`src/rtl/pks_pkg.sv`:
```
// ----------------------------------------------------------------------------
// pks_pkg
// Shared types and constants for the pixel to reciprocal-space converter.
// ----------------------------------------------------------------------------
package pks_pkg;

  localparam int unsigned DataW    = 32;
  localparam int unsigned PosW     = 16;
  localparam int unsigned CfgIdxW  = 3;
  localparam int unsigned WideW    = 64;
  localparam int unsigned RemW     = 36;
  localparam int unsigned DivSteps  = 64;
  localparam int unsigned SqrtSteps = 32;
  localparam int unsigned StepCntW  = 6;

  // Register reset values.
  localparam logic [DataW-1:0] PixelSizeRst  = 32'd472446;
  localparam logic [DataW-1:0] CameraLenRst  = 32'd0;
  localparam logic [DataW-1:0] WavelengthRst = 32'd268435456;
  localparam logic [DataW-1:0] UpperDRst     = 32'hFFFF_FFFF;
  localparam logic [DataW-1:0] LowerDRst     = 32'd0;

  // Configuration register indexes.
  typedef enum logic [CfgIdxW-1:0] {
    REG_PIXEL_SIZE    = 3'd0,
    REG_CAMERA_LENGTH = 3'd1,
    REG_WAVELENGTH    = 3'd2,
    REG_LIMIT_ENABLE  = 3'd3,
    REG_WINDOW_UPPER  = 3'd4,
    REG_WINDOW_LOWER  = 3'd5
  } cfg_reg_e;

  // Operations of the shared divide / square-root unit.
  typedef enum logic {
    OP_DIV  = 1'b0,
    OP_SQRT = 1'b1
  } arith_op_e;

  typedef struct packed {
    logic             start;
    arith_op_e        op;
    logic [WideW-1:0] opa;
    logic [DataW-1:0] opb;
  } arith_cmd_t;

  typedef struct packed {
    logic             busy;
    logic             done;
    logic [WideW-1:0] value;
  } arith_rsp_t;

endpackage

```
`src/rtl/pks_divsqrt.sv`:
```
// ----------------------------------------------------------------------------
// pks_divsqrt
// Shared bit-serial unit: unsigned 64 / 32 restoring divide (one quotient
// bit a cycle) and 64-bit integer square root (one root bit a cycle).
// ----------------------------------------------------------------------------
module pks_divsqrt import pks_pkg::*; (
  input  logic       clk_i,
  input  logic       rst_ni,
  input  arith_cmd_t cmd_i,
  output arith_rsp_t rsp_o
);

  logic                busy_q;
  logic                done_q;
  arith_op_e           op_q;
  logic [StepCntW-1:0] cnt_q;
  logic [WideW-1:0]    acc_q;
  logic [RemW-1:0]     rem_q;
  logic [DataW-1:0]    root_q;
  logic [DataW-1:0]    div_q;

  logic [RemW-1:0]     rem_shift;
  logic [RemW-1:0]     trial;
  logic [RemW:0]       diff;
  logic                fits;
  logic                last;

  // One subtractor serves both operations.
  always_comb begin
    if (op_q == OP_DIV) begin
      rem_shift = {rem_q[RemW-2:0], acc_q[WideW-1]};
      trial     = {{(RemW-DataW){1'b0}}, div_q};
      last      = (cnt_q == StepCntW'(DivSteps - 1));
    end else begin
      rem_shift = {rem_q[RemW-3:0], acc_q[WideW-1:WideW-2]};
      trial     = {{(RemW-DataW-2){1'b0}}, root_q, 2'b01};
      last      = (cnt_q == StepCntW'(SqrtSteps - 1));
    end
    diff = {1'b0, rem_shift} - {1'b0, trial};
    fits = ~diff[RemW];
  end

  // Control state.
  always_ff @(posedge clk_i or negedge rst_ni) begin
    if (!rst_ni) begin
      busy_q <= 1'b0;
      done_q <= 1'b0;
      cnt_q  <= '0;
      op_q   <= OP_DIV;
    end else begin
      done_q <= 1'b0;
      if (cmd_i.start && !busy_q) begin
        busy_q <= 1'b1;
        op_q   <= cmd_i.op;
        cnt_q  <= '0;
      end else if (busy_q) begin
        cnt_q <= cnt_q + 1'b1;
        if (last) begin
          busy_q <= 1'b0;
          done_q <= 1'b1;
        end
      end
    end
  end

  // Datapath registers.
  always_ff @(posedge clk_i) begin
    if (cmd_i.start && !busy_q) begin
      acc_q  <= cmd_i.opa;
      div_q  <= cmd_i.opb;
      rem_q  <= '0;
      root_q <= '0;
    end else if (busy_q) begin
      rem_q <= fits ? diff[RemW-1:0] : rem_shift;
      if (op_q == OP_DIV) begin
        acc_q <= {acc_q[WideW-2:0], fits};
      end else begin
        acc_q  <= {acc_q[WideW-3:0], 2'b00};
        root_q <= {root_q[DataW-2:0], fits};
      end
    end
  end

  assign rsp_o.busy  = busy_q;
  assign rsp_o.done  = done_q;
  assign rsp_o.value = (op_q == OP_DIV) ? acc_q : {{(WideW-DataW){1'b0}}, root_q};

endmodule

```
`config.mk`:
```
export PLATFORM = sky130hd
export DESIGN_NAME = pks_divsqrt
export DESIGN_NICKNAME = d
export VERILOG_FILES = /design/src/rtl/pks_pkg.sv /design/src/rtl/pks_divsqrt.sv
export SDC_FILE = /design/constraint.sdc
export NUM_CORES = 1
export LEC_CHECK = 0
export ABC_CLOCK_PERIOD_IN_PS = 3800
export BUFFER_PORTS_ARGS = -buffer_cell sky130_fd_sc_hd__buf_2
export CELL_PAD_IN_SITES_DETAIL_PLACEMENT = 1
export CELL_PAD_IN_SITES_GLOBAL_PLACEMENT = 1
export CORE_ASPECT_RATIO = 1.5
export CORE_UTILIZATION = 30
export DETAILED_ROUTE_END_ITERATION = 7
export PLACE_DENSITY = 0.73
export SYNTH_ARGS = -nofsm -noshare
export SYNTH_HDL_FRONTEND = slang
export SYNTH_SLANG_ARGS = --single-unit
```
`constraint.sdc`:
```
create_clock -name clk_i -period 3.8 [get_ports clk_i]
set_input_delay 0.19 -clock clk_i [delete_from_list [all_inputs] [get_ports clk_i]]
set_output_delay 0.19 -clock clk_i [all_outputs]
set_load 0.005 [all_outputs]
```
==> metrics.txt, run 1 <==
unrepaired setup endpoints after global routing false; commonest non-fill, non-tap cell in the layout nand2_1; Flop pwr share 26.6%; worst skew pair latency 460 ps; max cap viols 0; H-tree Lvls 4; Tot GR Track Use 18.26%; met3 wire len 1176 um; Main synth FF type edfxtp_1; hold path start cmd_i[48]; most frequent cell on the critical path o21ai_0; Rel. slew slack 38.83%; number of synthesized flops with an enable pin 96; WL per Instance 18.37 um; asr flop ratio synth 5.233%; Max Buffers Root-to-Sink 2; vias in the first global route 9633; crit-path max cell delay 610 ps; worst reg-to-reg path cell count 10; dpl cells 1628; largest net degree at the start of global routing 137; final setup TNS 0 ps; Worst-Margin Slew 917.5 ps; r2r setup slk 200 ps; syn_nets 1213; num rows 82; sequential area share after synthesis 43.11%; clock-pin slew on the worst setup and hold paths 70 ps; cell depth of the worst hold path 3; buffers added on ports 165; Yosys reg bits 172; worst vdd ir 0.0004205 V; Remaining DRCs 0; Leak Pwr 0.005055 uW; TritonCTS Buffers 17; dpl hpwl 22430 um; Die Ht 229.2 um; slowest cell on the critical path dfrtp_4; critical-path cell list buf_12 > mux2_2 > ha_1 > inv_1 > nor2_1 > o21ai_0 > o2111a_1 > and3_4 > a311oi_1 > o21ai_0; ANT nets after route 0; Worst R2R Start op_q; reg-to-reg critical path endpoint rem_q[26]; core box area 33650 um2; met1 wire length 12450 um; Max Fclk 0.2776 GHz; die width 153.4 um; DRT Wirelength 31420 um; Initial Utilization 30.67%; synthesis warning total 0; # IOs 166; Clock Sink Count 172; Avg Inst Size Synth 9.583 um2; Fin. Hold Viols 0; Hold Path Sink acc_q[16]; antenna violations before repair 3; final setup vio count 0; Clk pwr share 12.7%; Comb pwr share 60.7%; Vias per Instance 5.199; Top Metal Used met5; NumNets Final 1412; Die Footprint 35170 um2; non-filler cells, final 1711; cell count after synthesis 1077; GPL Wtd Cong 0.8539; critical path peak fanout 21; crit end category flop; Setup CP Type reg2reg; Clock Tree Root clkbuf_16; share of layout cells above drive strength 1 25.29%; DR pass1 iterations 5; crit path DAT 3910 ps; switching fraction of total power 43.71%; GR Overflow Total 0; P&R area growth vs syn 23.05%; Vias 8895; met2 routed WL 16520 um; post-synth cell types 73; WP data required 4110 ps; outcome finished, final reports clean; most frequent cells in the layout nand2_1 (188), buf_2 (165), o21ai_0 (105); Min-Delay Path Class in2reg; switching power 5761 uW; min cycle time layout 3602 ps; Detailed Route Iter0 Violations 398; Cell Area, Synth 10320 um2; Critical Path Start Type flop; first-pass GRT wire length 50510 um; final worst path period share 94.78%; Max Slew Vio Count 0; PwrDens 1038 nW/um2; Int Pwr 7420 uW; Worst Skew 19.20 ps; CTS tree built
-- cell usage after synthesis (10+ instances only) --
cell / n / area [um2]
ha_1: 35 / 437.9
nand3_1: 13 / 65.06
a21o_1: 12 / 90.09
inv_1: 15 / 56.30
nor2_1: 28 / 105.1
buf_1: 10 / 37.54
edfxtp_1: 96 / 2883
nor2b_1: 38 / 237.7
mux2_2: 66 / 743.2
dfxtp_1: 67 / 1341
clkbuf_1: 44 / 165.2
mux2i_1: 78 / 780.8
o21ai_0: 105 / 525.5
buf_2: 10 / 50.05
nand2_1: 188 / 705.7
a21oi_1: 101 / 505.5
xnor2_1: 22 / 192.7
o21ai_1: 12 / 60.06
-- cell type report --
class,instances,area [um2]
fill,3923,20950
multi-input combinational,819,5509
sequential,172,4453
timing repair buffer,250,1604
tap,420,525.5
clock buffer,21,450.4
clock inverter,11,87.58
inverter,16,65.06
antenna,2,5.005
-- how the worst max path moves through the flow --
stage / startpoint / endpoint / cells after the start
2_1_floorplan: op_q / rem_q[34] / 15
3_3_place_gp: op_q / rem_q[26] / 10
3_5_place_dp: op_q / rem_q[26] / 10
4_1_cts: op_q / rem_q[26] / 10
5_1_grt: op_q / rem_q[0] / 13
6_report: op_q / rem_q[26] / 10
-- worst max-delay path: cells and delay by family, from the launching register on --
kind                     cells  cell delay, ps
AO/OA/AOI/OAI                4            1150
AND/OR/NAND/NOR              2             470
multiplexers                 1             370
buffers and inverters        2             390
flip-flops                   1             610
adder cells (fa/ha/maj)      1             460
-- power groups by stage --
stage	registers (uW)	logic, uW	clock network [uW]
finish	3510	8000	1670
global route	3600	8860	1790
CTS	3510	7970	1700
detailed placement	3550	7890	0
global placement	3520	7650	0
floorplan	3260	5920	0
-- sequential cells by signal, summed over array words and instances (netlist names) --
name / flops
busy_q: 1
rem_q: 35
done_q: 1
acc_q: 64
cnt_q: 6
root_q: 32
div_q: 32
op_q: 1
-- repair_timing --
item	CTS	global route
hold buffers	48	0
endpoints found under the setup margin	0	9
gates resized for setup	0	1
hold endpoints to repair	56	0
setup buffers	0	1
-- cells by family (layout without fill, tap and decap cells) --
group                    count (synthesis)  after routing  synth area share [%]
adder cells (fa/ha/maj)                 36             36                 4.437
XOR/XNOR                                27             27                 2.291
AO/OA/AOI/OAI                          301            301                 17.81
flip-flops                             172            172                 43.11
multiplexers                           145            145                 14.91
other                                    0              2                     0
buffers and inverters                   86            298                 3.612
AND/OR/NAND/NOR                        310            310                 13.83
-- stage by stage --
stage	area, um2	util (%)	setup slack, ps	total power [uW]	hold slack [ps]
4_1_cts	12670	37.66	182.3	13190	0.3056
5_1_grt	12700	37.73	31.03	14250	16.16
2_1_floorplan	10320	-	64.94	9185	-105.6
6_report	12700	37.74	198.3	13180	23.39
3_5_place_dp	11650	34.63	204.7	11440	59.75
3_3_place_gp	11650	34.63	271.7	11170	52.52
-- per-layer routing --
layer / track usage, % / vias to the layer above
met2: 33.46 / 176
met3: 3.917 / 73
met5: 0 / -
met1: 19.41 / 4342
met4: 9.688 / 4
li1: - / 4300
(Power assumes the default switching activity.)
==> run 2: changes to the inputs <==
==> constraint.sdc (replaced) <==
create_clock -name clk_i -period 3.8 [get_ports clk_i]
set_input_delay 0.57 -clock clk_i [delete_from_list [all_inputs] [get_ports clk_i]]
set_output_delay 0.57 -clock clk_i [all_outputs]
set_load 0.005 [all_outputs]
==> metrics.txt, run 2 (synthesis gave the netlist of run 1 again) <==
outcome finished, final reports clean; Clk pwr share 13.1% (+0.4 points); M2 GR Usage 31.75% (-1.7 points); Comb pwr share 60.2% (-0.5 points); Worst-Margin Slew 515.8 ps (-401.8 ps); critical path peak fanout 21 (unchanged); H-tree Lvls 4 (unchanged); CTS tree built; post-route cell area 12230 um2 (-3.7%); reg-to-reg critical path endpoint rem_q[26]; worst reg-to-reg path cell count 11 (+1); GPL Wtd Cong 0.8631 (+1.1%); Flop pwr share 26.7% (about the same); Tot GR Track Use 17.45% (-0.80 points); die width 153.4 um (unchanged); PwrDens 1070 nW/um2 (+3.1%); crit-path max cell delay 600 ps (about the same); Min-Delay Path Class in2reg; Initial Utilization 30.67% (unchanged); antenna violations before repair 3 (unchanged); dpl cells 1623 (-0.31%); Max Fclk 0.2789 GHz (+0.44%); final worst path period share 94.37% (-0.41 points); Max Slew Vio Count 0 (unchanged); Biggest register acc_q; Leak Pwr 0.004860 uW (-3.9%); Critical Path Start Type flop; grt met3 use 3.709% (-0.21 points); WP data required 4110 ps (about the same); GR Overflow Total 0 (unchanged); switching fraction of total power 43.09% (-0.61 points); NumNets Final 1359 (-3.8%); buffers added on ports 165 (unchanged); Detailed Route Iter0 Violations 367 (-7.8%); # IOs 166 (unchanged); worst vdd ir 0.0004615 V (+9.7%); Fin. Hold Viols 0 (unchanged); DP Area 11640 um2 (-0.11%); P&R area growth vs syn 18.49%; CP Depth 11 (+1); Remaining DRCs 0 (unchanged); Max Buffers Root-to-Sink 2 (unchanged); Vias per Instance 5.151 (-0.91%); Buf/Inv on CP 1 (-1); non-filler cells, final 1657 (-3.2%); commonest non-fill, non-tap cell in the layout nand2_1; Clock Tree Root clkbuf_16; hold slack 287.8 ps (+264.4 ps); r2r setup slk 210 ps (+20 ps); Worst Setup SP op_q; worst skew pair latency 450 ps (about the same); ANT nets after route 0 (unchanged); Clock Sink Count 172 (unchanged); slowest cell on the critical path dfrtp_4; Top Usage Layer GRT met2; Top delay family on crit path compound AO/OA/AOI/OAI gates; final setup TNS 0 ps (unchanged); largest net degree at the start of global routing 80 (-42%); Setup CP Type reg2reg; Critical Path Sink rem_q[26]; FILL cells 3923 (unchanged); WL per Instance 17.89 um (-2.6%); met1 usage 19.02% (-0.39 points); dpl hpwl 22300 um (-0.57%); DR pass1 iterations 4 (-1); core box area 33650 um2 (unchanged); share of layout cells above drive strength 1 25.97% (+0.68 points); Util after Layout 36.34% (-1.4 points); switching power 5640 uW (-2.1%); most frequent cells in the layout nand2_1 (188), buf_2 (165), o21ai_0 (105); Die Ht 229.2 um (unchanged); unrepaired setup endpoints after global routing false; critical-path cell list buf_4 > mux2_2 > ha_1 > o211ai_1 > nor2_1 > o21ai_1 > a21oi_4 > o211ai_2 > and3_4 > a311oi_1 > o21ai_0; Storage cell area 4453 um2 (unchanged); crit end category flop; Worst Skew 13.89 ps (-5.316 ps); Vias 8536 (-4.0%); clock-pin slew on the worst setup and hold paths 70 ps (about the same); Multi-input gate area 5520 um2 (+0.20%); crit path DAT 3900 ps (about the same); vias in the first global route 9124 (-5.3%); biggest regs acc_q x64, rem_q x35; TritonCTS Buffers 17 (unchanged); num rows 82 (unchanged); Die Footprint 35170 um2 (unchanged); DRT Wirelength 29650 um (-5.6%); Rel. slew slack 65.38% (+27 points); first-pass GRT wire length 48380 um (-4.2%); final setup vio count 0 (unchanged); max cap viols 0 (unchanged); Int Pwr 7447 uW (+0.36%); Worst R2R Start op_q; max FFs per register 64 (unchanged); min cycle time layout 3586 ps (-15.70 ps)
==> run 2: stage by stage <==
stage                     setup WS (ps)  power (uW)
after global routing              29.73       14220
after CTS                         214.6       13180
after global placement            285.6       11160
final                             214.0       13090
after detailed placement          226.4       11420
after floorplan                   64.94        9185
==> run 2: layout make-up <==
class / count / share of cell area, %
tap: 420 / 4.297
clock inverter: 10 / 0.7162
antenna: 1 / 0.02046
timing repair buffer: 197 / 9.075
sequential: 172 / 36.41
inverter: 16 / 0.5320
clock buffer: 22 / 3.806
multi-input combinational: 819 / 45.14
==> run 2: how the worst min path moves through the flow <==
stage / startpoint / to / slack [ps] / depth (start not counted)
floorplan: rst_ni / busy_q / 270 / 0
global placement: rst_ni / done_q / 430 / 1
detailed placement: rst_ni / done_q / 440 / 1
CTS: cmd_i[17] / div_q[17] / 270 / 1
global route: cmd_i[17] / div_q[17] / 270 / 1
finish: cmd_i[17] / div_q[17] / 290 / 1
==> run 2: power groups by stage <==
stage               Sequential (uW)  Clock (uW)  Combinational, uW
finish                         3500        1710               7880
CTS                            3500        1760               7930
detailed placement             3530           0               7890
global placement               3510           0               7660
floorplan                      3260           0               5920
global route                   3610        1810               8800
==> run 2: metal layers <==
metal	part of all wire [%]	routed length [um]
met5	0.091	27
met1	40	11880
met2	53	15630
met3	4.0	1172
met4	3.2	947
==> run 2: timing repair <==
action | in CTS | in global routing
buffers inserted | 0 | 0
hold buffers | 1 | 0
endpoints found under the hold margin | 9 | 0
endpoints found under the setup margin | 0 | 16
resized for setup | 0 | 4
==> run 2: worst reg2reg max path: cells and delay by family, from the launching register on <==
kind	cells	cell delay [ps]
mux	1	370
fa+ha+maj	1	410
simple gates	2	550
compound gates	6	1260
buf+inv	1	250
flops	1	600
==> run 3: changes to the inputs <==
BUFFER_PORTS_ARGS = -buffer_cell sky130_fd_sc_hd__clkbuf_2   (was -buffer_cell sky130_fd_sc_hd__buf_2)
RECOVER_POWER = 100   (was default)
==> metrics.txt, run 3 (synthesis gave the netlist of run 1 again) <==
outcome complete, but fails checks; failing checks max-capacitance violations, max-slew violations; Biggest register acc_q; buffers added on ports 165 (unchanged); Util after Layout 36.19% (-0.15 points); critical-path cell list buf_12 > buf_4 > mux2_2 > ha_1 > nand4_4 > or2_4 > nor3_2 > o211ai_2 > nand3_2 > clkbuf_2 > mux2i_1 > o21ai_0; WP data required 4120 ps (about the same); Worst-Margin Slew 2423 ps (+1907 ps); TritonCTS Buffers 17 (unchanged); DP Area 11690 um2 (+0.41%); GR Overflow Total 0 (unchanged); Clock Tree Root clkbuf_16; antenna violations before repair 0 (-3); post-route cell area 12180 um2 (-0.42%); postcts setup bufs 0 (unchanged); Die Footprint 35170 um2 (unchanged); # diodes 0 (-1); Vias per Instance 5.162 (+0.21%); H-tree Lvls 4 (unchanged); post_cts resized 0 (unchanged); crit path DAT 3940 ps (+40 ps); unrepaired setup endpoints after global routing false; Vias 8590 (+0.63%); Setup CP Type reg2reg; final setup TNS 0 ps (unchanged); first-pass GRT wire length 48440 um (+0.12%); max cap viols 2 (+2); Int Pwr 7439 uW (-0.11%); critical path peak fanout 31 (+48%); num rows 82 (unchanged); Worst Skew 9.847 ps (-4.042 ps); crit end category flop; vias in the first global route 9265 (+1.5%); die width 153.4 um (unchanged); Flop pwr share 26.6% (about the same); switching fraction of total power 43.42% (+0.32 points); Max Slew Vio Count 116 (+116); Critical Path Start Type flop; worst skew pair latency 450 ps (about the same); slowest cell on the critical path dfrtp_4; core box area 33650 um2 (unchanged); largest net degree at the start of global routing 85 (+6.3%); worst reg-to-reg path cell count 12 (+1); dpl hpwl 22760 um (+2.0%); Critical Path Sink rem_q[9]; r2r setup slk 170 ps (-40 ps); Remaining DRCs 0 (unchanged); DRT Wirelength 29750 um (+0.33%); Fin. Hold Viols 0 (unchanged); Rel. slew slack -61.54% (-130 points); final worst path period share 95.44% (+1.1 points); Die Ht 229.2 um (unchanged); Max Fclk 0.2757 GHz (-1.1%); Min-Delay Path Class in2reg; Initial Utilization 30.67% (unchanged); biggest regs acc_q x64, rem_q x35; Worst Setup SP op_q; CTS tree built; NumNets Final 1367 (+0.59%); switching power 5708 uW (+1.2%); Leak Pwr 0.004792 uW (-1.4%); Clk pwr share 13.3% (+0.2 points); most frequent cells in the layout nand2_1 (188), clkbuf_2 (145), o21ai_0 (110); GPL Wtd Cong 0.8516 (-1.3%); max FFs per register 64 (unchanged); Tot GR Track Use 17.40% (-0.055 points); P&R area growth vs syn 17.99%; worst vdd ir 0.0004635 V (+0.44%); WL per Instance 17.88 um (about the same); min cycle time layout 3627 ps (+40.75 ps); Max Buffers Root-to-Sink 2 (unchanged); ANT nets after route 0 (unchanged); Worst R2R Start op_q; commonest non-fill, non-tap cell in the layout nand2_1; # IOs 166 (unchanged); share of layout cells above drive strength 1 22.83% (-3.1 points); DR pass1 iterations 4 (unchanged); Comb pwr share 60.1% (about the same); PwrDens 1080 nW/um2 (+0.88%); crit-path max cell delay 580 ps (-20 ps); reg-to-reg critical path endpoint rem_q[9]; Clock Sink Count 172 (unchanged); Detailed Route Iter0 Violations 361 (-1.6%); final setup vio count 0 (unchanged); clock-pin slew on the worst setup and hold paths 70 ps (about the same)
==> run 3: changes by cell type in the layout (fill, tap and decap cells not counted), moves of 2 or more <==
cell      previous run  this run
buf_2              165         0
buf_4               27        22
clkbuf_1             4        36
clkbuf_2             0       145
clkinv_1             0         2
inv_1               14        16
inv_4                2         0
mux2_1               0         5
mux2_2              66        61
o21ai_0            105       110
o21ai_1             12         7
==> run 3: repair_timing <==
action	in CTS	in global routing
endpoints found under the setup margin	0	0
hold buffers	1	0
hold endpoints to repair	9	0
==> run 3: cell type report <==
type	count	area [um2]
tap	420	525.5
clock inverter	12	121.4
sequential	172	4453
fill	3939	21470
timing repair buffer	205	1072
inverter	16	60.06
clock buffer	20	446.7
multi-input combinational	819	5499
==> run 3: through the flow <==
step | power [uW] | setup WS, ps | instances | hold slack, ps
finish | 13150 | 173.2 | 1664 | 288.9
global route | 14220 | 31.67 | 1664 | 278.5
global placement | 11240 | 367.2 | 1631 | 441.4
floorplan | 9185 | 64.94 | 1077 | 274.4
detailed placement | 11530 | 276.6 | 1631 | 445.6
CTS | 13350 | 244.9 | 1664 | 268.2
==> run 3: how the worst min path moves through the flow <==
stage | to | from | cells past startpoint
after floorplan | busy_q | rst_ni | 0
after global placement | done_q | rst_ni | 1
after detailed placement | done_q | rst_ni | 1
after CTS | div_q[16] | cmd_i[16] | 1
after global routing | div_q[11] | cmd_i[11] | 1
final | div_q[16] | cmd_i[16] | 1
==> run 3: power by group through the flow <==
stage	logic (uW)	registers [uW]	clock network, uW
after floorplan	5920	3260	0
after global placement	7730	3500	0
after detailed placement	7990	3540	0
after CTS	8050	3510	1790
after global routing	8750	3620	1850
final	7900	3500	1750
==> run 3: critical path: cells and delay by family, from the launching register on <==
kind	cells	cell delay (ps)
adder cells (fa/ha/maj)	1	350
flip-flops	1	580
AO/OA/AOI/OAI	2	260
multiplexers	2	610
buffers and inverters	3	730
AND/OR/NAND/NOR	4	930
==> run 3: per-layer routing <==
layer  routed length [um]  part of all wire [%]  track usage, %  vias to the layer above
li1                     -                     -               -                     4213
met1                11810                    40           18.86                     4164
met2                15710                    53           31.88                      163
met3                 1352                   4.5           4.276                       50
met4                  876                   2.9           7.406                        0
met5                    0                     0               0                        -
